`config.mk`:
```
export PLATFORM = sky130hd
export DESIGN_NAME = einm_div
export DESIGN_NICKNAME = d
export VERILOG_FILES = /design/src/einm_pkg.sv /design/src/einm_div.sv
export SDC_FILE = /design/constraint.sdc
export NUM_CORES = 1
export LEC_CHECK = 0
export ABC_CLOCK_PERIOD_IN_PS = 8900
export BUFFER_PORTS_ARGS = -buffer_cell sky130_fd_sc_hd__buf_2
export CAP_MARGIN = 20
export CORE_UTILIZATION = 40
export CTS_CLUSTER_SIZE = 12
export DETAILED_ROUTE_END_ITERATION = 7
export GPL_TIMING_DRIVEN = 0
export PLACE_DENSITY = 0.55
export SLEW_MARGIN = 20
export SYNTH_ARGS = -nofsm -noshare
export SYNTH_HDL_FRONTEND = slang
export SYNTH_SLANG_ARGS = --single-unit
```
`constraint.sdc`:
```
create_clock -name clock -period 8.9 [get_ports clock]
set_input_delay 1.78 -clock clock [delete_from_list [all_inputs] [get_ports clock]]
set_output_delay 1.78 -clock clock [all_outputs]
set_load 0.01 [all_outputs]
```
`src/einm_pkg.sv`:
```
package einm_pkg;

   // accumulator holds an exact sum of two 64-bit products
   localparam int ACC_W = 66;
   localparam int PC_W = 5;
   localparam int VERTEX_COUNT = 8;
   localparam int CSR_IDX_W = 4;

   localparam logic [1:0] MODE_LINE = 2'd0;
   localparam logic [1:0] MODE_TRI = 2'd1;
   localparam logic [1:0] MODE_QUAD = 2'd2;

   localparam logic signed [31:0] Q_ONE = 32'sd65536;
   localparam logic signed [31:0] Q_HALF = 32'sd32768;
   localparam logic signed [31:0] Q_THIRD = 32'sd21845;

   // first entry of the jacobian program shared by triangle and quad
   localparam logic [PC_W-1:0] JAC_COMMON_PC = 5'd16;

   typedef struct packed {
      logic [1:0]         mode;
      logic signed [31:0] point_x;
      logic signed [31:0] point_y;
   } req_type;

   typedef struct packed {
      logic signed [31:0] coord_r;
      logic signed [31:0] coord_s;
      logic [3:0]         steps_taken;
      logic               converged;
      logic               singular;
   } rsp_type;

   typedef enum logic [4:0] {
      OPND_V0, OPND_V1, OPND_V2, OPND_V3, OPND_V4, OPND_V5, OPND_V6, OPND_V7,
      OPND_R, OPND_S, OPND_OMR, OPND_OMS, OPND_OTRI,
      OPND_W0, OPND_W1, OPND_W2, OPND_W3,
      OPND_J0, OPND_J1, OPND_J2, OPND_J3,
      OPND_RES0, OPND_RES1
   } opnd_type;

   typedef enum logic [3:0] {
      DST_NONE, DST_W0, DST_W1, DST_W2, DST_W3, DST_RES0, DST_RES1,
      DST_J0, DST_J1, DST_J2, DST_J3, DST_DET, DST_NR, DST_NS
   } dst_type;

   // one multiply-accumulate micro-op
   typedef struct packed {
      opnd_type a;
      opnd_type b;
      logic     clr;
      logic     neg;
      logic     full;
      dst_type  dst;
      logic     last;
   } uop_type;

   function automatic logic signed [ACC_W-1:0] sext32(input logic signed [31:0] x);
      return {{(ACC_W-32){x[31]}}, x};
   endfunction

   function automatic logic signed [31:0] sat32(input logic signed [ACC_W-1:0] x);
      logic signed [ACC_W-1:0] hi;
      logic signed [ACC_W-1:0] lo;
      hi = sext32(32'sh7fffffff);
      lo = sext32(32'sh80000000);
      if (x > hi) begin
         return 32'sh7fffffff;
      end else if (x < lo) begin
         return 32'sh80000000;
      end
      return x[31:0];
   endfunction

   function automatic uop_type mk(input opnd_type a, input opnd_type b, input logic clr,
                                  input logic neg, input logic full, input dst_type dst,
                                  input logic last);
      uop_type u;
      u.a = a;
      u.b = b;
      u.clr = clr;
      u.neg = neg;
      u.full = full;
      u.dst = dst;
      u.last = last;
      return u;
   endfunction

   // residual program: weights (quad) then map sums
   function automatic uop_type uop_res(input logic [1:0] mode, input logic [PC_W-1:0] pc);
      uop_type u;
      u = mk(OPND_V0, OPND_V0, 1'b1, 1'b0, 1'b0, DST_NONE, 1'b1);
      if (mode == MODE_LINE) begin
         case (pc)
            5'd0: u = mk(OPND_V0, OPND_OMR, 1'b1, 1'b0, 1'b0, DST_NONE, 1'b0);
            5'd1: u = mk(OPND_V2, OPND_R, 1'b0, 1'b0, 1'b0, DST_RES0, 1'b1);
            default: ;
         endcase
      end else if (mode == MODE_TRI) begin
         case (pc)
            5'd0: u = mk(OPND_V0, OPND_OTRI, 1'b1, 1'b0, 1'b0, DST_NONE, 1'b0);
            5'd1: u = mk(OPND_V2, OPND_R, 1'b0, 1'b0, 1'b0, DST_NONE, 1'b0);
            5'd2: u = mk(OPND_V4, OPND_S, 1'b0, 1'b0, 1'b0, DST_RES0, 1'b0);
            5'd3: u = mk(OPND_V1, OPND_OTRI, 1'b1, 1'b0, 1'b0, DST_NONE, 1'b0);
            5'd4: u = mk(OPND_V3, OPND_R, 1'b0, 1'b0, 1'b0, DST_NONE, 1'b0);
            5'd5: u = mk(OPND_V5, OPND_S, 1'b0, 1'b0, 1'b0, DST_RES1, 1'b1);
            default: ;
         endcase
      end else begin
         case (pc)
            5'd0:  u = mk(OPND_OMR, OPND_OMS, 1'b1, 1'b0, 1'b0, DST_W0, 1'b0);
            5'd1:  u = mk(OPND_R, OPND_OMS, 1'b1, 1'b0, 1'b0, DST_W1, 1'b0);
            5'd2:  u = mk(OPND_OMR, OPND_S, 1'b1, 1'b0, 1'b0, DST_W2, 1'b0);
            5'd3:  u = mk(OPND_R, OPND_S, 1'b1, 1'b0, 1'b0, DST_W3, 1'b0);
            5'd4:  u = mk(OPND_V0, OPND_W0, 1'b1, 1'b0, 1'b0, DST_NONE, 1'b0);
            5'd5:  u = mk(OPND_V2, OPND_W1, 1'b0, 1'b0, 1'b0, DST_NONE, 1'b0);
            5'd6:  u = mk(OPND_V4, OPND_W2, 1'b0, 1'b0, 1'b0, DST_NONE, 1'b0);
            5'd7:  u = mk(OPND_V6, OPND_W3, 1'b0, 1'b0, 1'b0, DST_RES0, 1'b0);
            5'd8:  u = mk(OPND_V1, OPND_W0, 1'b1, 1'b0, 1'b0, DST_NONE, 1'b0);
            5'd9:  u = mk(OPND_V3, OPND_W1, 1'b0, 1'b0, 1'b0, DST_NONE, 1'b0);
            5'd10: u = mk(OPND_V5, OPND_W2, 1'b0, 1'b0, 1'b0, DST_NONE, 1'b0);
            5'd11: u = mk(OPND_V7, OPND_W3, 1'b0, 1'b0, 1'b0, DST_RES1, 1'b1);
            default: ;
         endcase
      end
      return u;
   endfunction

   // jacobian (quad only), determinant and update numerators
   function automatic uop_type uop_jac(input logic [PC_W-1:0] pc);
      uop_type u;
      u = mk(OPND_V0, OPND_V0, 1'b1, 1'b0, 1'b0, DST_NONE, 1'b1);
      case (pc)
         5'd0:  u = mk(OPND_V0, OPND_OMS, 1'b1, 1'b0, 1'b0, DST_NONE, 1'b0);
         5'd1:  u = mk(OPND_V2, OPND_OMS, 1'b0, 1'b1, 1'b0, DST_NONE, 1'b0);
         5'd2:  u = mk(OPND_V4, OPND_S, 1'b0, 1'b0, 1'b0, DST_NONE, 1'b0);
         5'd3:  u = mk(OPND_V6, OPND_S, 1'b0, 1'b1, 1'b0, DST_J0, 1'b0);
         5'd4:  u = mk(OPND_V0, OPND_OMR, 1'b1, 1'b0, 1'b0, DST_NONE, 1'b0);
         5'd5:  u = mk(OPND_V2, OPND_R, 1'b0, 1'b0, 1'b0, DST_NONE, 1'b0);
         5'd6:  u = mk(OPND_V4, OPND_OMR, 1'b0, 1'b1, 1'b0, DST_NONE, 1'b0);
         5'd7:  u = mk(OPND_V6, OPND_R, 1'b0, 1'b1, 1'b0, DST_J1, 1'b0);
         5'd8:  u = mk(OPND_V1, OPND_OMS, 1'b1, 1'b0, 1'b0, DST_NONE, 1'b0);
         5'd9:  u = mk(OPND_V3, OPND_OMS, 1'b0, 1'b1, 1'b0, DST_NONE, 1'b0);
         5'd10: u = mk(OPND_V5, OPND_S, 1'b0, 1'b0, 1'b0, DST_NONE, 1'b0);
         5'd11: u = mk(OPND_V7, OPND_S, 1'b0, 1'b1, 1'b0, DST_J2, 1'b0);
         5'd12: u = mk(OPND_V1, OPND_OMR, 1'b1, 1'b0, 1'b0, DST_NONE, 1'b0);
         5'd13: u = mk(OPND_V3, OPND_R, 1'b0, 1'b0, 1'b0, DST_NONE, 1'b0);
         5'd14: u = mk(OPND_V5, OPND_OMR, 1'b0, 1'b1, 1'b0, DST_NONE, 1'b0);
         5'd15: u = mk(OPND_V7, OPND_R, 1'b0, 1'b1, 1'b0, DST_J3, 1'b0);
         5'd16: u = mk(OPND_J1, OPND_J2, 1'b1, 1'b1, 1'b1, DST_NONE, 1'b0);
         5'd17: u = mk(OPND_J0, OPND_J3, 1'b0, 1'b0, 1'b1, DST_DET, 1'b0);
         5'd18: u = mk(OPND_J3, OPND_RES0, 1'b1, 1'b0, 1'b1, DST_NONE, 1'b0);
         5'd19: u = mk(OPND_J1, OPND_RES1, 1'b0, 1'b1, 1'b1, DST_NR, 1'b0);
         5'd20: u = mk(OPND_J0, OPND_RES1, 1'b1, 1'b0, 1'b1, DST_NONE, 1'b0);
         5'd21: u = mk(OPND_J2, OPND_RES0, 1'b0, 1'b1, 1'b1, DST_NS, 1'b1);
         default: ;
      endcase
      return u;
   endfunction

endpackage

```
`src/einm_div.sv`:
```
module einm_div import einm_pkg::*; (
   input  logic                    clock,
   input  logic                    reset,
   input  logic                    start,
   input  logic signed [ACC_W-1:0] numer,
   input  logic signed [ACC_W-1:0] denom,
   output logic                    done,
   output logic signed [31:0]      quot
);

   // restoring division of |numer| * 2^16 by |denom|, one quotient bit a cycle
   localparam int QBITS = 33;

   logic [ACC_W-1:0] un_abs;
   logic [ACC_W-1:0] ud_abs;
   logic [63:0]      un;
   logic [63:0]      ud;
   logic [64:0]      shifted;
   logic             fits;
   logic             big;

   logic             busy_ff;
   logic             done_ff;
   logic signed [31:0] quot_ff;
   logic [5:0]       cnt_ff;
   logic [64:0]      rem_ff;
   logic [63:0]      ud_ff;
   logic [QBITS-1:0] nb_ff;
   logic [QBITS-1:0] q_ff;
   logic             neg_ff;
   logic             ovf_ff;

   assign un_abs = numer[ACC_W-1] ? (ACC_W'(0) - numer) : numer;
   assign ud_abs = denom[ACC_W-1] ? (ACC_W'(0) - denom) : denom;
   assign un = un_abs[63:0];
   assign ud = ud_abs[63:0];
   assign shifted = {rem_ff[63:0], nb_ff[QBITS-1]};
   assign fits = shifted >= {1'b0, ud_ff};
   assign big = ovf_ff | q_ff[32] | q_ff[31];

   always_ff @(posedge clock) begin
      done_ff <= 1'b0;
      if (reset) begin
         busy_ff <= 1'b0;
      end else if (start) begin
         busy_ff <= 1'b1;
         ud_ff <= ud;
         rem_ff <= {18'd0, un[63:17]};
         nb_ff <= {un[16:0], 16'd0};
         q_ff <= '0;
         neg_ff <= numer[ACC_W-1] ^ denom[ACC_W-1];
         ovf_ff <= {17'd0, un[63:17]} >= ud;
         cnt_ff <= 6'(QBITS);
      end else if (busy_ff) begin
         if (ovf_ff || cnt_ff == 6'd0) begin
            busy_ff <= 1'b0;
            done_ff <= 1'b1;
            if (big) begin
               quot_ff <= neg_ff ? 32'sh80000000 : 32'sh7fffffff;
            end else begin
               quot_ff <= neg_ff ? (32'sd0 - q_ff[31:0]) : q_ff[31:0];
            end
         end else begin
            rem_ff <= fits ? (shifted - {1'b0, ud_ff}) : shifted;
            q_ff <= {q_ff[QBITS-2:0], fits};
            nb_ff <= {nb_ff[QBITS-2:0], 1'b0};
            cnt_ff <= cnt_ff - 6'd1;
         end
      end
   end

   assign done = done_ff;
   assign quot = quot_ff;

endmodule

```
== Word level (Yosys, flattened, before mapping) ==
Index checks and enable logic that the tools add are counted.
Cells by class
  add/sub/neg operators: 5
  magnitude comparators: 2
  equality and inequality tests: 1
  mux-type cells: 20
  bitwise gates (word level): 6
  reductions and logical operators: 7
Operators with widths (number)
  64-bit 2-to-1 mux: 5
  33-bit 2-to-1 mux: 5
  1-bit by 64-bit subtractor with 64-bit output, first input constant: 2
  32-bit 2-to-1 mux: 3
  65-bit by 64-bit greater-or-equal comparator with 1-bit output: 1
  47-bit by 64-bit greater-or-equal comparator with 1-bit output: 1
  64-bit subtractor: 1
  47-bit 2-to-1 mux: 1
  1-bit by 32-bit subtractor with 32-bit output, first input constant: 1
  6-bit 2-to-1 mux: 2
  6-bit zero test: 1
  6-bit by 1-bit subtractor with 6-bit output, second input constant: 1
  1-bit 2-to-1 mux: 4
  4-bit AND reduction: 1
  1-bit inverter: 3
  3-bit AND reduction: 1
  3-bit OR reduction: 1
  2-bit != test, second input constant: 1
  1-bit bitwise OR: 2
  2-bit AND reduction: 1
  2-bit nonzero test: 1
  1-bit logical OR: 1
  1-bit XOR: 1
Word-level totals
  flip-flop bits (word level): 236
  bits of input ports: 135
  output and inout bits: 33
  word-level logic and storage cells: 53

== Longest topological paths before layout ==
Gate-level depths: netlist (run 1).
  depth in word-level cells: 5
  gate-level depth with buffers: 21

== Worst setup path after synthesis (run 1) ==
OpenSTA, ideal clock, no wires.
  path type: input port to flip-flop
  start: in start
  end: reg cnt_ff[0] (enable)
  setup time: 600 ps
  data arrival time: 7646 ps
  data required time: 8300 ps
  slack: 653 ps
  stages on the path: 5
  buffers on the path: 3
  cell sequence: clkbuf_1 -> clkbuf_1 -> buf_1 -> a21oi_1 -> nor2_1
Between the ends
  longest elaborated chain between the ends: 2
  elaborated cells on any way between the ends: 3
  classes of those cells: 1 x eq/ne; 2 x reduce/logical
Ends and longest elaborated chain
  from (decl): RTL line einm_div.sv:4  | input logic start,
  2-bit != test (no line) / 2-bit nonzero test (equally long branches)
  3-bit AND reduction (no line) *
  to (signal assigned): RTL line einm_div.sv:53  | cnt_ff <= 6'(QBITS);
  to (signal assigned): RTL line einm_div.sv:67  | cnt_ff <= cnt_ff - 6'd1;
  to (decl): RTL line einm_div.sv:25  | logic [5:0] cnt_ff;
Mark *: on every way between the ends. The rest lies on a longest branch, timed or not.
A chain may end at the register's enable or synchronous reset.

== Final worst setup path (run 1) ==
  start: in denom[4]
  end: reg ovf_ff (data pin)
Between the ends
  longest elaborated chain between the ends: 3
Ends and longest elaborated chain
  from (decl): RTL line einm_div.sv:6  | input logic signed [ACC_W-1:0] denom,
  1-bit by 64-bit subtractor with 64-bit output: RTL line einm_div.sv:34  | assign ud_abs = denom[ACC_W-1] ? (ACC_W'(0) - denom) : denom;
  64-bit 2-to-1 mux *: RTL line einm_div.sv:34
  47-bit by 64-bit greater-or-equal comparator with 1-bit output *: RTL line einm_div.sv:52  | ovf_ff <= {17'd0, un[63:17]} >= ud;
  to (signal assigned): RTL line einm_div.sv:52
  to (decl): RTL line einm_div.sv:31  | logic ovf_ff;
Marks and branches as above.

==> summary.txt, run 1 <==
RUN STATUS
-----------------------------------------------------------------------------------------------
Run status                                                                         finished, final reports clean

POWER
-----------------------------------------------------------------------------------------------
Clock network power share                                                                 32.9%
Internal power summed over all cells                                                    2.32 mW
Switching Power                                                                         1.17 mW
Sw Share                                                                                  33.6%
Combinational fraction of design power                                                    30.6%
Part of the total power dissipated in sequential elements                                 36.5%
Static power due to leakage                                                             8.08 nW
Pwr/cell area                                                                        172 mW/mm2
Peak supply drop                                                                       0.160 mV

STA
-----------------------------------------------------------------------------------------------
Period utilization                                                                        74.5%
Final number of max-transition violations                                                     0
Unrepaired setup endpoints after global routing                                           false
Final Skew                                                                            0.0164 ns
Maximum clock rate                                                                      151 MHz
Number of failing hold endpoints at the final stage                                           0
Fin crit period                                                                         6.63 ns
Post-layout worst setup margin                                                          2.27 ns
Max-slew headroom at the worst pin                                                        21.3%
Count of final setup violators                                                                0
Worst slew pin tran                                                                     1.17 ns
Sum of negative setup slack                                                                0 ns

LOGIC SYNTHESIS
-----------------------------------------------------------------------------------------------
Multiplexer share of the synthesized area                                                 3.58%
Synthesized area                                                                     0.0176 mm2
Distinct cells, synth                                                                        77
Synth Warn #                                                                                  0
Yosys reg bits                                                                              220
Mean area per synthesized cell                                                         9.13 um2
Post-synthesis compound-gate area fraction                                                18.8%
Primary flip-flop cell chosen by synthesis mapping                                 sky130_fd_sc_hd__edfxtp_1
Dominant combinational cell family by area after synthesis                         compound AO/OA/AOI/OAI gates
Adder-cell share of the synthesized area                                                  8.36%
Synthesized Nets                                                                           2179
Xor and xnor fraction of the mapped netlist area                                          9.26%
Area share of and/or/nand/nor cells after synthesis                                       17.5%
Async S/R FF share, synth                                                                    0%
Number of enable-type register cells in the synthesized netlist                             218
Synthesized instance count                                                                 1927
Sequential cell area fraction in the yosys report                                         37.4%

WORST SETUP PATH
-----------------------------------------------------------------------------------------------
Worst Path Arrival                                                                      6.93 ns
Largest fanout on the critical path                                                           3
Critical path type                                                                    in -> reg
Worst EP required                                                                       9.20 ns
Critical path launch point type                                                       input pin
Endpoint kind of the worst setup timing path                                           register

FLOW RUN
-----------------------------------------------------------------------------------------------
Max cap viols                                                                                 0

CELLS AND AREA
-----------------------------------------------------------------------------------------------
Most common cell after layout, fill and taps aside                                 sky130_fd_sc_hd__edfxtp_1
Layout cells sized above 1                                                                12.5%
Signed area change from the synthesized netlist to the final layout                       15.3%
Commonest cells after routing, fill and taps aside                                 sky130_fd_sc_hd__edfxtp_1 (218), sky130_fd_sc_hd__buf_2 (172), sky130_fd_sc_hd__nor2_1 (156)
Final layout net count                                                                     2384
Number of antenna cells inserted                                                              0
Final std cells w/o fill                                                                   2738

GLOBAL ROUTING
-----------------------------------------------------------------------------------------------
Maximum number of pins on one net before global-route repair                                 29
First-pass GRT wire length                                                             85800 um
Initial antenna violation count                                                               0
GR Util All Layers                                                                        25.0%
Via count of the first global-routing pass                                                14700
GRT Residual Overflow                                                                         0

DRT
-----------------------------------------------------------------------------------------------
First DRT Iteration DRCs                                                                   1245
Number of design rule violations left after detail routing                                    0
Mean number of vias per cell                                                               5.62
Detail-routed net length per standard cell                                              20.6 um
Detailed-router iteration count before antenna repair                                         5
Vias after detailed routing                                                               15400
Total Wirelength                                                                       56300 um
Antenna Violating Nets Remaining                                                              0

PLACEMENT
-----------------------------------------------------------------------------------------------
Dpl ws                                                                                  1.69 ns
Placed Instances                                                                           2686
Number of buffer cells added on primary ports                                               163
Final estimated routing congestion in global placement                                    0.969
Final HPWL DP                                                                          44900 um

CLOCKING
-----------------------------------------------------------------------------------------------
Hold_buf cts                                                                                  0
Post-CTS Setup Bufs                                                                           0
Clock Tree Buf Depth                                                                          3
CTS Buf Count                                                                                29
H-tree depth                                                                                  1
Number of gates resized after cts                                                             0
Root Buffer                                                                        sky130_fd_sc_hd__clkbuf_16
Clock input transition at the sequential cells of the worst setup and hold paths        0.06 ns
Clock sink total                                                                            220
Clock Latency Late Sink                                                                 0.57 ns
Clock tree from TritonCTS                                                                 built

DIE
-----------------------------------------------------------------------------------------------
Die width                                                                                212 um
Row Count                                                                                    76
Number of I/O pins                                                                          168
Die area                                                                             0.0448 mm2
Area inside the core boundary                                                        0.0433 mm2
Starting density of the core                                                              40.7%
DIE HEIGHT                                                                               212 um

WORST HOLD PATH
-----------------------------------------------------------------------------------------------
Path category of the worst min-delay check                                           reg -> reg

==> cell type report <==
type	count	area, um2
clock inverters	14	121
flip-flops and latches	220	6590
inverters	139	522
fillers	4226	23000
repair buffers	174	1020
well taps	585	732
plain buffers	94	368
multi-input cells	1474	10100
clock buffers	38	810
==> synth_stat cells, types with 4 or more instances <==
library cell | count | area [um2]
sky130_fd_sc_hd__ha_1 | 116 | 1450
sky130_fd_sc_hd__a21o_1 | 50 | 375
sky130_fd_sc_hd__a221o_1 | 9 | 90.1
sky130_fd_sc_hd__nand2b_1 | 19 | 119
sky130_fd_sc_hd__a211oi_1 | 13 | 97.6
sky130_fd_sc_hd__buf_2 | 6 | 30.0
sky130_fd_sc_hd__buf_1 | 8 | 30.0
sky130_fd_sc_hd__o211ai_1 | 8 | 60.1
sky130_fd_sc_hd__o31ai_1 | 34 | 255
sky130_fd_sc_hd__and2_1 | 9 | 56.3
sky130_fd_sc_hd__o31a_1 | 9 | 78.8
sky130_fd_sc_hd__or4_1 | 17 | 128
sky130_fd_sc_hd__or3_1 | 51 | 319
sky130_fd_sc_hd__and3_1 | 5 | 31.3
sky130_fd_sc_hd__a21boi_0 | 4 | 30.0
sky130_fd_sc_hd__o21ai_0 | 89 | 445
sky130_fd_sc_hd__nand3_1 | 19 | 95.1
sky130_fd_sc_hd__nand4_1 | 33 | 206
sky130_fd_sc_hd__or2_2 | 13 | 81.3
sky130_fd_sc_hd__o21a_1 | 13 | 97.6
sky130_fd_sc_hd__nand2_1 | 132 | 495
sky130_fd_sc_hd__nor2_1 | 158 | 593
sky130_fd_sc_hd__xor2_1 | 80 | 701
sky130_fd_sc_hd__o22ai_1 | 32 | 200
sky130_fd_sc_hd__mux2i_1 | 55 | 551
sky130_fd_sc_hd__a31oi_1 | 14 | 87.6
sky130_fd_sc_hd__a21oi_1 | 153 | 766
sky130_fd_sc_hd__o221ai_1 | 6 | 52.6
sky130_fd_sc_hd__nor3_1 | 37 | 185
sky130_fd_sc_hd__nor3b_1 | 16 | 120
sky130_fd_sc_hd__o41ai_1 | 20 | 175
sky130_fd_sc_hd__nor4_1 | 12 | 75.1
sky130_fd_sc_hd__inv_1 | 138 | 518
sky130_fd_sc_hd__xnor2_1 | 106 | 928
sky130_fd_sc_hd__clkbuf_1 | 79 | 297
sky130_fd_sc_hd__o21bai_1 | 17 | 128
sky130_fd_sc_hd__nor2b_1 | 53 | 332
sky130_fd_sc_hd__edfxtp_1 | 218 | 6550
sky130_fd_sc_hd__mux2_2 | 7 | 78.8
==> cells by family (layout without fill, tap and decap cells) <==
group / Yosys count / after routing
AO/OA/AOI/OAI: 510 / 510
XOR/XNOR: 186 / 186
adder cells (fa/ha/maj): 117 / 117
buffers and inverters: 233 / 459
flip-flops: 220 / 220
multiplexers: 62 / 62
AND/OR/NAND/NOR: 599 / 599
==> worst max-delay path, stage by stage <==
cell and delay (ns):
sky130_fd_sc_hd__buf_2 0.11, sky130_fd_sc_hd__or3_1 0.40, sky130_fd_sc_hd__nor4_1 0.95, sky130_fd_sc_hd__inv_1 0.21, sky130_fd_sc_hd__or3_1 0.42, sky130_fd_sc_hd__or3_1 0.38, sky130_fd_sc_hd__nand2_1 0.10, sky130_fd_sc_hd__xor2_1 0.22
sky130_fd_sc_hd__ha_1 0.27, sky130_fd_sc_hd__and4_1 0.20, sky130_fd_sc_hd__a21oi_1 0.16, sky130_fd_sc_hd__a21oi_1 0.09, sky130_fd_sc_hd__a2111oi_0 0.43, sky130_fd_sc_hd__o41ai_1 0.26, sky130_fd_sc_hd__a31o_2 0.32, sky130_fd_sc_hd__a2111o_1 0.42
sky130_fd_sc_hd__nand3_1 0.10, sky130_fd_sc_hd__nor3_2 0.08
==> power by group through the flow <==
stage | registers, mW | clock network [mW] | logic [mW]
after floorplan | 1.29 | 0 | 0.720
final | 1.27 | 1.15 | 1.07
after global routing | 1.28 | 1.21 | 1.17
after detailed placement | 1.29 | 0 | 1.05
after global placement | 1.30 | 0 | 1.02
after CTS | 1.27 | 1.17 | 1.05
==> per-stage QoR <==
| step | total power [mW] | instance area, um2 | hold slack (ns) | util [%] |
|---|---|---|---|---|
| 2_1_floorplan | 2.01 | 17600 | 0.469 | - |
| 3_3_place_gp | 2.33 | 19100 | 0.497 | 44.2 |
| 3_5_place_dp | 2.34 | 19400 | 0.513 | 44.8 |
| 4_1_cts | 3.49 | 20300 | 0.529 | 46.9 |
| 5_1_grt | 3.66 | 20300 | 0.562 | 46.9 |
| 6_report | 3.49 | 20300 | 0.524 | 46.9 |
==> worst paths after layout <==
kind | start | endpoint | slack (ns) | depth (start not counted)
setup / recovery | denom[4] | ovf_ff | 2.27 | 18
hold / removal | busy_ff | done | 0.52 | 1
setup reg to reg | rem_ff[8] | rem_ff[48] | 3.72 | 14
hold reg to reg | busy_ff | done | 0.52 | 1
==> metal layers <==
metal	wire length, um	share of wire [%]	track usage (%)	vias to the layer above
met1	26600	47	35.4	7317
li1	-	-	-	7492
met5	0	0	0	-
met4	1290	2.3	6.00	0
met3	3570	6.3	3.90	66
met2	24800	44	39.7	523
==> state kept, by name, indices dropped and copies added (netlist names) <==
| signal | count |
|---|---|
| cnt_ff | 6 |
| done | 1 |
| neg_ff | 1 |
| ovf_ff | 1 |
| nb_ff | 17 |
| q_ff | 33 |
| quot | 32 |
| busy_ff | 1 |
| rem_ff | 64 |
| ud_ff | 64 |
Power figures use the tool's default switching activity.
==> inputs of run 2 (changes only) <==
ABC_CLOCK_PERIOD_IN_PS = 5590   (was 8900)
PLACE_DENSITY = 0.57   (was 0.55)
clock period = 5.59 ns   (was 8.9 ns; I/O delays follow)
==> run 2 against run 1 <==
Power grew 58%. Core utilization rose by 0.32 points. Combinational power grew 59%. Critical path type unchanged. Largest power group unchanged.
==> summary.txt, run 2 (synthesis results as in run 1) <==
GLOBAL ROUTING
-----------------------------------------------------------------------------------------------
Maximum number of pins on one net before global-route repair                                 30   +3.4%
GRT Residual Overflow                                                                         0   unchanged
GR Util All Layers                                                                        24.3%   -0.73 points
Initial antenna violation count                                                               0   unchanged
Via count of the first global-routing pass                                                14800   +0.22%
First-pass GRT wire length                                                             84400 um   -1.7%

PLACEMENT
-----------------------------------------------------------------------------------------------
Placed Instance Area                                                                 0.0194 mm2   +0.13%
Dpl ws                                                                                -0.797 ns   -2.49 ns
Number of buffer cells added on primary ports                                               163   unchanged
Final estimated routing congestion in global placement                                    0.915   -5.6%
Final HPWL DP                                                                          44000 um   -1.9%

POWER
-----------------------------------------------------------------------------------------------
Internal power summed over all cells                                                    3.69 mW   +59%
Peak supply drop                                                                       0.184 mV   +15%
Sw Share                                                                                  33.2%   -0.46 points
Switching Power                                                                         1.83 mW   +56%
Static power due to leakage                                                             8.14 nW   +0.71%
Clock network power share                                                                 32.5%   -0.4 points
Pwr/cell area                                                                        270 mW/mm2   +57%
Part of the total power dissipated in sequential elements                                 36.8%   +0.3 points
Combinational fraction of design power                                                    30.7%   about the same

STA
-----------------------------------------------------------------------------------------------
Worst slew pin tran                                                                     1.09 ns   -0.0834 ns
Sum of negative setup slack                                                                0 ns   unchanged
Fin crit period                                                                         5.47 ns
Final Skew                                                                            0.0255 ns   +0.00909 ns
Worst Hold Margin                                                                      0.551 ns   +0.0265 ns
Period utilization                                                                        97.8%
Final number of max-transition violations                                                     0   unchanged
Number of failing hold endpoints at the final stage                                           0   unchanged
Count of final setup violators                                                                0   unchanged
Unrepaired setup endpoints after global routing                                           false
Post-layout worst setup margin                                                         0.123 ns   -2.14 ns
Max-slew headroom at the worst pin                                                        26.9%   +5.6 points
Maximum clock rate                                                                      183 MHz

CELLS AND AREA
-----------------------------------------------------------------------------------------------
Final layout net count                                                                     2388   +0.17%
Largest regs                                                                       rem_ff x64, ud_ff x64, q_ff x33
Signed area change from the synthesized netlist to the final layout                       16.1%
Layout cells sized above 1                                                                13.4%   +0.81 points
Number of antenna cells inserted                                                              0   unchanged
Final cell area excluding filler cells                                               0.0204 mm2   +0.67%
Commonest cells after routing, fill and taps aside                                 sky130_fd_sc_hd__edfxtp_1 (218), sky130_fd_sc_hd__buf_2 (172), sky130_fd_sc_hd__nor2_1 (155)
Most common cell after layout, fill and taps aside                                 sky130_fd_sc_hd__edfxtp_1

WORST SETUP PATH
-----------------------------------------------------------------------------------------------
Worst EP required                                                                       5.88 ns   -3.32 ns
Setup slack of the worst register-to-register path                                      0.36 ns   -3.36 ns
Largest fanout on the critical path                                                           4   +1
Critical path launch point type                                                       input pin
R2r worst-path depth                                                                         14   unchanged
Destination of the worst register-to-register timing path                            rem_ff[43]
Critical path type                                                                    in -> reg
Endpoint kind of the worst setup timing path                                           register
Worst r2r src                                                                         rem_ff[8]
Worst Path Arrival                                                                      5.76 ns   -1.17 ns

CLOCKING
-----------------------------------------------------------------------------------------------
CTS Buf Count                                                                                28   -3.4%
Clock Tree Buf Depth                                                                          3   unchanged
Root Buffer                                                                        sky130_fd_sc_hd__clkbuf_16
H-tree depth                                                                                  1   unchanged
Hold_buf cts                                                                                  0   unchanged
Clock tree from TritonCTS                                                                 built
Clock Latency Late Sink                                                                 0.58 ns   about the same
Clock sink total                                                                            220   unchanged
Clock input transition at the sequential cells of the worst setup and hold paths        0.06 ns   about the same

DRT
-----------------------------------------------------------------------------------------------
Total Wirelength                                                                       54700 um   -2.8%
Vias after detailed routing                                                               15300   -0.67%
First DRT Iteration DRCs                                                                   1084   -13%
Detailed-router iteration count before antenna repair                                         5   unchanged
Antenna Violating Nets Remaining                                                              0   unchanged
Number of design rule violations left after detail routing                                    0   unchanged
Detail-routed net length per standard cell                                              20.0 um   -3.0%
Mean number of vias per cell                                                               5.58   -0.81%

DIE
-----------------------------------------------------------------------------------------------
Starting density of the core                                                              40.7%   unchanged
Row Count                                                                                    76   unchanged
Number of I/O pins                                                                          168   unchanged
Area inside the core boundary                                                        0.0433 mm2   unchanged
Die width                                                                                212 um   unchanged
Die area                                                                             0.0448 mm2   unchanged
DIE HEIGHT                                                                               212 um   unchanged

WORST HOLD PATH
-----------------------------------------------------------------------------------------------
Hold path endpoint                                                                         done
Path category of the worst min-delay check                                           reg -> reg
Start point of the worst min-delay path                                                 busy_ff
Number of cells on the worst hold path                                                        1   unchanged

FLOW RUN
-----------------------------------------------------------------------------------------------
Max cap viols                                                                                 0   unchanged

RUN STATUS
-----------------------------------------------------------------------------------------------
Run status                                                                         finished, final reports clean

-- run 2: final cells by class --
cell class                      instances  area, um2
Clock inverter                         14        149
Timing Repair Buffer                  181       1070
Buffer                                 92        360
Inverter                              139        522
Multi-Input combinational cell       1474      10200
Fill cell                            4183      22800
Clock buffer                           37        764
Tap cell                              585        732
Sequential cell                       220       6590
-- run 2: metrics by stage --
step,instances,total power [mW],utilization [%]
2_1_floorplan,1927,3.20,-
3_3_place_gp,2675,3.68,44.3
3_5_place_dp,2687,3.71,44.8
4_1_cts,2741,5.53,47.1
5_1_grt,2742,5.79,47.2
6_report,2742,5.52,47.2
-- run 2: critical path, cell delays in order --
cell,delay (ns)
sky130_fd_sc_hd__buf_2,0.12
sky130_fd_sc_hd__or4_1,0.57
sky130_fd_sc_hd__or3_4,0.45
sky130_fd_sc_hd__or4_1,0.54
sky130_fd_sc_hd__or3_1,0.39
sky130_fd_sc_hd__nand2_1,0.12
sky130_fd_sc_hd__xnor2_2,0.20
sky130_fd_sc_hd__ha_1,0.31
sky130_fd_sc_hd__and4_1,0.17
sky130_fd_sc_hd__a21oi_1,0.17
sky130_fd_sc_hd__a21oi_1,0.10
sky130_fd_sc_hd__a2111oi_2,0.39
sky130_fd_sc_hd__o41ai_2,0.19
sky130_fd_sc_hd__a31o_2,0.30
sky130_fd_sc_hd__a2111o_1,0.42
sky130_fd_sc_hd__nand3_1,0.11
sky130_fd_sc_hd__nor3_2,0.09
-- run 2: per-layer routing --
layer	share of wire, %	vias up	GRT usage (%)
li1	-	7491	-
met1	47	7236	34.4
met2	45	492	38.8
met3	5.8	76	3.19
met4	2.5	0	6.40
met5	0	-	0
-- run 2: worst max-delay path by stage --
| stage | from | endpoint | slack, ns | depth (start not counted) |
|---|---|---|---|---|
| finish | numer[12] | ovf_ff | 0.12 | 17 |
| global route | numer[12] | ovf_ff | 0.01 | 20 |
| CTS | numer[12] | ovf_ff | 0.003 | 22 |
| detailed placement | numer[12] | ovf_ff | -0.80 | 20 |
| global placement | start | nb_ff[25] | -2.79 | 5 |
| floorplan | numer[12] | ovf_ff | 0.02 | 21 |
-- run 2: what timing repair did --
action                                  CTS  global route
hold endpoints to repair                  0             0
resized for setup                        10             9
setup buffers                             3             3
pin swaps                                 2             7
endpoints found under the setup margin    1             1
-- run 2: power groups by stage --
| stage | combinational (mW) | clock, mW | sequential (mW) |
|---|---|---|---|
| 2_1_floorplan | 1.15 | 0 | 2.05 |
| 3_3_place_gp | 1.61 | 0 | 2.07 |
| 3_5_place_dp | 1.65 | 0 | 2.06 |
| 4_1_cts | 1.67 | 1.83 | 2.03 |
| 5_1_grt | 1.86 | 1.89 | 2.04 |
| 6_report | 1.70 | 1.79 | 2.03 |
==> inputs of run 3 (changes only) <==
ABC_AREA = 1   (was unset)
PLACE_DENSITY = 0.56   (was 0.57)
==> run 3 against run 2 <==
Clock power about the same. Sequential cell count is the same. Fmax up 16%. Sequential power barely moved. Combinational power up 14%. Clock-buffer cell count decreased by 4. Clock skew decreased by 0.0095 ns. Via count up 33%. Register-to-register slack improved by 1.8 ns. Sequential share of layout area is 3.6 points lower. Power up 4.1%.
==> summary.txt, run 3 <==
CELLS AND AREA
-----------------------------------------------------------------------------------------------
Layout cells sized above 1                                                                8.74%   -4.6 points
Final layout net count                                                                     3447   +44%
Number of antenna cells inserted                                                              0   unchanged
Commonest cells after routing, fill and taps aside                                 sky130_fd_sc_hd__nand2_1 (785), sky130_fd_sc_hd__nor2_1 (477), sky130_fd_sc_hd__inv_1 (428)
Signed area change from the synthesized netlist to the final layout                       13.7%
Largest regs                                                                       rem_ff x64, ud_ff x64, q_ff x33
Most common cell after layout, fill and taps aside                                 sky130_fd_sc_hd__nand2_1

WORST SETUP PATH
-----------------------------------------------------------------------------------------------
Endpoint kind of the worst setup timing path                                           register
Last element of the critical path                                                        ovf_ff
Worst r2r src                                                                         nb_ff[32]
Worst setup path start                                                                numer[65]
Worst Path Arrival                                                                      5.00 ns   -0.76 ns
Critical path type                                                                    in -> reg
Worst EP required                                                                       5.90 ns   +0.02 ns
R2r worst-path depth                                                                         17   +3
Critical path launch point type                                                       input pin
Destination of the worst register-to-register timing path                            rem_ff[36]
Setup slack of the worst register-to-register path                                      2.13 ns   +1.77 ns
Largest fanout on the critical path                                                          10   +6

STA
-----------------------------------------------------------------------------------------------
Count of final setup violators                                                                0   unchanged
Number of failing hold endpoints at the final stage                                           0   unchanged
Worst Hold Margin                                                                      0.524 ns   -0.0264 ns
Final number of max-transition violations                                                     0   unchanged
Period utilization                                                                        83.9%   -14 points
Maximum clock rate                                                                      213 MHz   +16%
Worst slew pin tran                                                                     1.08 ns   -0.00149 ns
Unrepaired setup endpoints after global routing                                           false
Max-slew headroom at the worst pin                                                        27.1%   +0.25 points
Final Skew                                                                            0.0160 ns   -0.00954 ns
Fin crit period                                                                         4.69 ns   -0.774 ns

CLOCKING
-----------------------------------------------------------------------------------------------
Clock Latency Late Sink                                                                 0.57 ns   about the same
CTS Buf Count                                                                                27   -3.6%
Clock input transition at the sequential cells of the worst setup and hold paths        0.06 ns   about the same
Clock sink total                                                                            220   unchanged
Root Buffer                                                                        sky130_fd_sc_hd__clkbuf_16
Hold_buf cts                                                                                  0   unchanged
H-tree depth                                                                                  1   unchanged
Clock Tree Buf Depth                                                                          3   unchanged
Post-CTS Setup Bufs                                                                           0   -3
Number of gates resized after cts                                                             0   -10
Clock tree from TritonCTS                                                                 built

LOGIC SYNTHESIS
-----------------------------------------------------------------------------------------------
Top cells by area, synth                                                           sky130_fd_sc_hd__edfxtp_1 (32%), sky130_fd_sc_hd__nand2_1 (15%), sky130_fd_sc_hd__nor2_1 (8.9%)
Yosys reg bits                                                                              220   unchanged
Synth Warn #                                                                                  0   unchanged
Ranking of synthesized cells by instance count                                     sky130_fd_sc_hd__nand2_1 (785), sky130_fd_sc_hd__nor2_1 (478), sky130_fd_sc_hd__inv_1 (428)
Sequential cell area fraction in the yosys report                                         32.6%   -4.9 points
Async S/R FF share, synth                                                                    0%   unchanged
Synthesized Nets                                                                           3245   +49%
Post-synthesis cell type with the largest combined area                            sky130_fd_sc_hd__edfxtp_1
Distinct cells, synth                                                                        44   -43%
Most repeated cell in the gate-level netlist after synthesis                       sky130_fd_sc_hd__nand2_1
Synthesized instance count                                                                 2993   +55%
Top cell type's share of synthesized area                                                 32.4%   -4.8 points
Number of enable-type register cells in the synthesized netlist                             218   unchanged
Primary flip-flop cell chosen by synthesis mapping                                 sky130_fd_sc_hd__edfxtp_1
Mean area per synthesized cell                                                         6.76 um2   -26%
Synthesized area                                                                     0.0202 mm2   +15%

DIE
-----------------------------------------------------------------------------------------------
Number of I/O pins                                                                          168   unchanged
Area inside the core boundary                                                        0.0501 mm2   +16%
Die width                                                                                227 um   +7.2%
Starting density of the core                                                              40.4%   -0.26 points
Die area                                                                             0.0515 mm2   +15%
Row Count                                                                                    82   +7.9%
DIE HEIGHT                                                                               227 um   +7.2%

RUN STATUS
-----------------------------------------------------------------------------------------------
Run status                                                                         finished, final reports clean

FLOW RUN
-----------------------------------------------------------------------------------------------
Max cap viols                                                                                 0   unchanged

POWER
-----------------------------------------------------------------------------------------------
Final Total Pwr                                                                         5.75 mW   +4.1%
Peak supply drop                                                                       0.192 mV   +4.3%
Static power due to leakage                                                             10.6 nW   +31%
Pwr/cell area                                                                        250 mW/mm2   -7.5%

GLOBAL ROUTING
-----------------------------------------------------------------------------------------------
GR Util All Layers                                                                        31.4%   +7.1 points
First-pass GRT wire length                                                            119000 um   +41%
Via count of the first global-routing pass                                                19500   +32%
Maximum number of pins on one net before global-route repair                                 29   -3.3%
GRT Residual Overflow                                                                         0   unchanged
Initial antenna violation count                                                               1   +1

DRT
-----------------------------------------------------------------------------------------------
Detailed-router iteration count before antenna repair                                         6   +1
Antenna Violating Nets Remaining                                                              0   unchanged
Number of design rule violations left after detail routing                                    0   unchanged
Mean number of vias per cell                                                               5.25   -5.9%
Detail-routed net length per standard cell                                              20.9 um   +4.7%
First DRT Iteration DRCs                                                                   1816   +68%
Vias after detailed routing                                                               20400   +33%
Total Wirelength                                                                       81300 um   +49%

WORST HOLD PATH
-----------------------------------------------------------------------------------------------
Path category of the worst min-delay check                                           reg -> reg
Start point of the worst min-delay path                                               nb_ff[30]

PLACEMENT
-----------------------------------------------------------------------------------------------
Final estimated routing congestion in global placement                                     1.00   +9.4%
Final HPWL DP                                                                          69500 um   +58%
Number of buffer cells added on primary ports                                               163   unchanged

## run 3: cell types whose count changed after synthesis, sizes merged, moves of 37 or more
cell,delta
nand2,+660
nor2,+336
inv,+307
nand3,+168
xnor2,-63
o21ai,+59
mux2i,-55
nand3b,+55
nor2b,-53
or3,-51
clkbuf,-47
a21o,-45
xor2,+37
## run 3: worst min-delay path by stage
stage | endpoint | slack [ns] | cells past startpoint
finish | nb_ff[31] | 0.52 | 2
CTS | nb_ff[31] | 0.52 | 2
global route | nb_ff[30] | 0.55 | 2
global placement | nb_ff[30] | 0.51 | 2
detailed placement | nb_ff[31] | 0.51 | 2
floorplan | done | 0.50 | 2
## run 3: stage by stage
stage	util (%)	std cells	setup WS (ns)	setup TNS [ns]	area (um2)
final	45.9	3888	0.897	0	23000
after global routing	45.9	3888	0.646	0	23000
after CTS	45.9	3888	0.933	0	23000
after detailed placement	44.2	3838	0.354	0	22100
after global placement	43.7	3828	-2.47	-404.45	21900
after floorplan	-	2993	0.258	0	20200
## run 3: routing by layer
metal  part of all wire [%]  vias up  track usage [%]
li1                       -    10100                -
met1                     45     9485             42.7
met2                     43      717             48.2
met3                    6.1      121             4.07
met4                    5.8        0             16.9
met5                      0        -                0
## run 3: report_power, final
part           leakage [nW]  switching [mW]  total, mW  internal, mW
registers              2.08          0.0564       2.03          1.97
clock network         0.417           0.749       1.78          1.03
logic                  8.15            1.33       1.94         0.608
total                  10.6            2.14       5.75          3.61
## run 3: cells by family after synthesis
kind of cell | synth area share [%]
AND/OR/NAND/NOR | 34.3
flip-flops | 32.6
AO/OA/AOI/OAI | 9.13
buffers and inverters | 9.82
XOR/XNOR | 6.93
adder cells (fa/ha/maj) | 7.27
## run 3: final cells by class
class,instances,area [um2]
flip-flops and latches,220,6590
fillers,5404,27100
multi-input cells,2267,11700
well taps,672,841
plain buffers,59,309
clock buffers,33,698
clock inverters,17,173
repair buffers,173,1040
inverters,447,1680
## run 3: worst max-delay path: stages
cell                       delay [ns]
sky130_fd_sc_hd__clkbuf_1        0.36
sky130_fd_sc_hd__clkinv_1        0.50
sky130_fd_sc_hd__clkbuf_1        0.37
sky130_fd_sc_hd__a21oi_1         0.21
sky130_fd_sc_hd__xor2_1          0.86
sky130_fd_sc_hd__ha_1            0.40
sky130_fd_sc_hd__a21oi_1         0.15
sky130_fd_sc_hd__o21a_1          0.16
sky130_fd_sc_hd__nand2_1         0.06
sky130_fd_sc_hd__a21oi_1         0.13
sky130_fd_sc_hd__nand2_1         0.18
sky130_fd_sc_hd__nand2_1         0.12
sky130_fd_sc_hd__nand2_1         0.08
sky130_fd_sc_hd__nand2_1         0.07
sky130_fd_sc_hd__nand2_1         0.05
sky130_fd_sc_hd__a21oi_1         0.12
sky130_fd_sc_hd__nor2_1          0.06
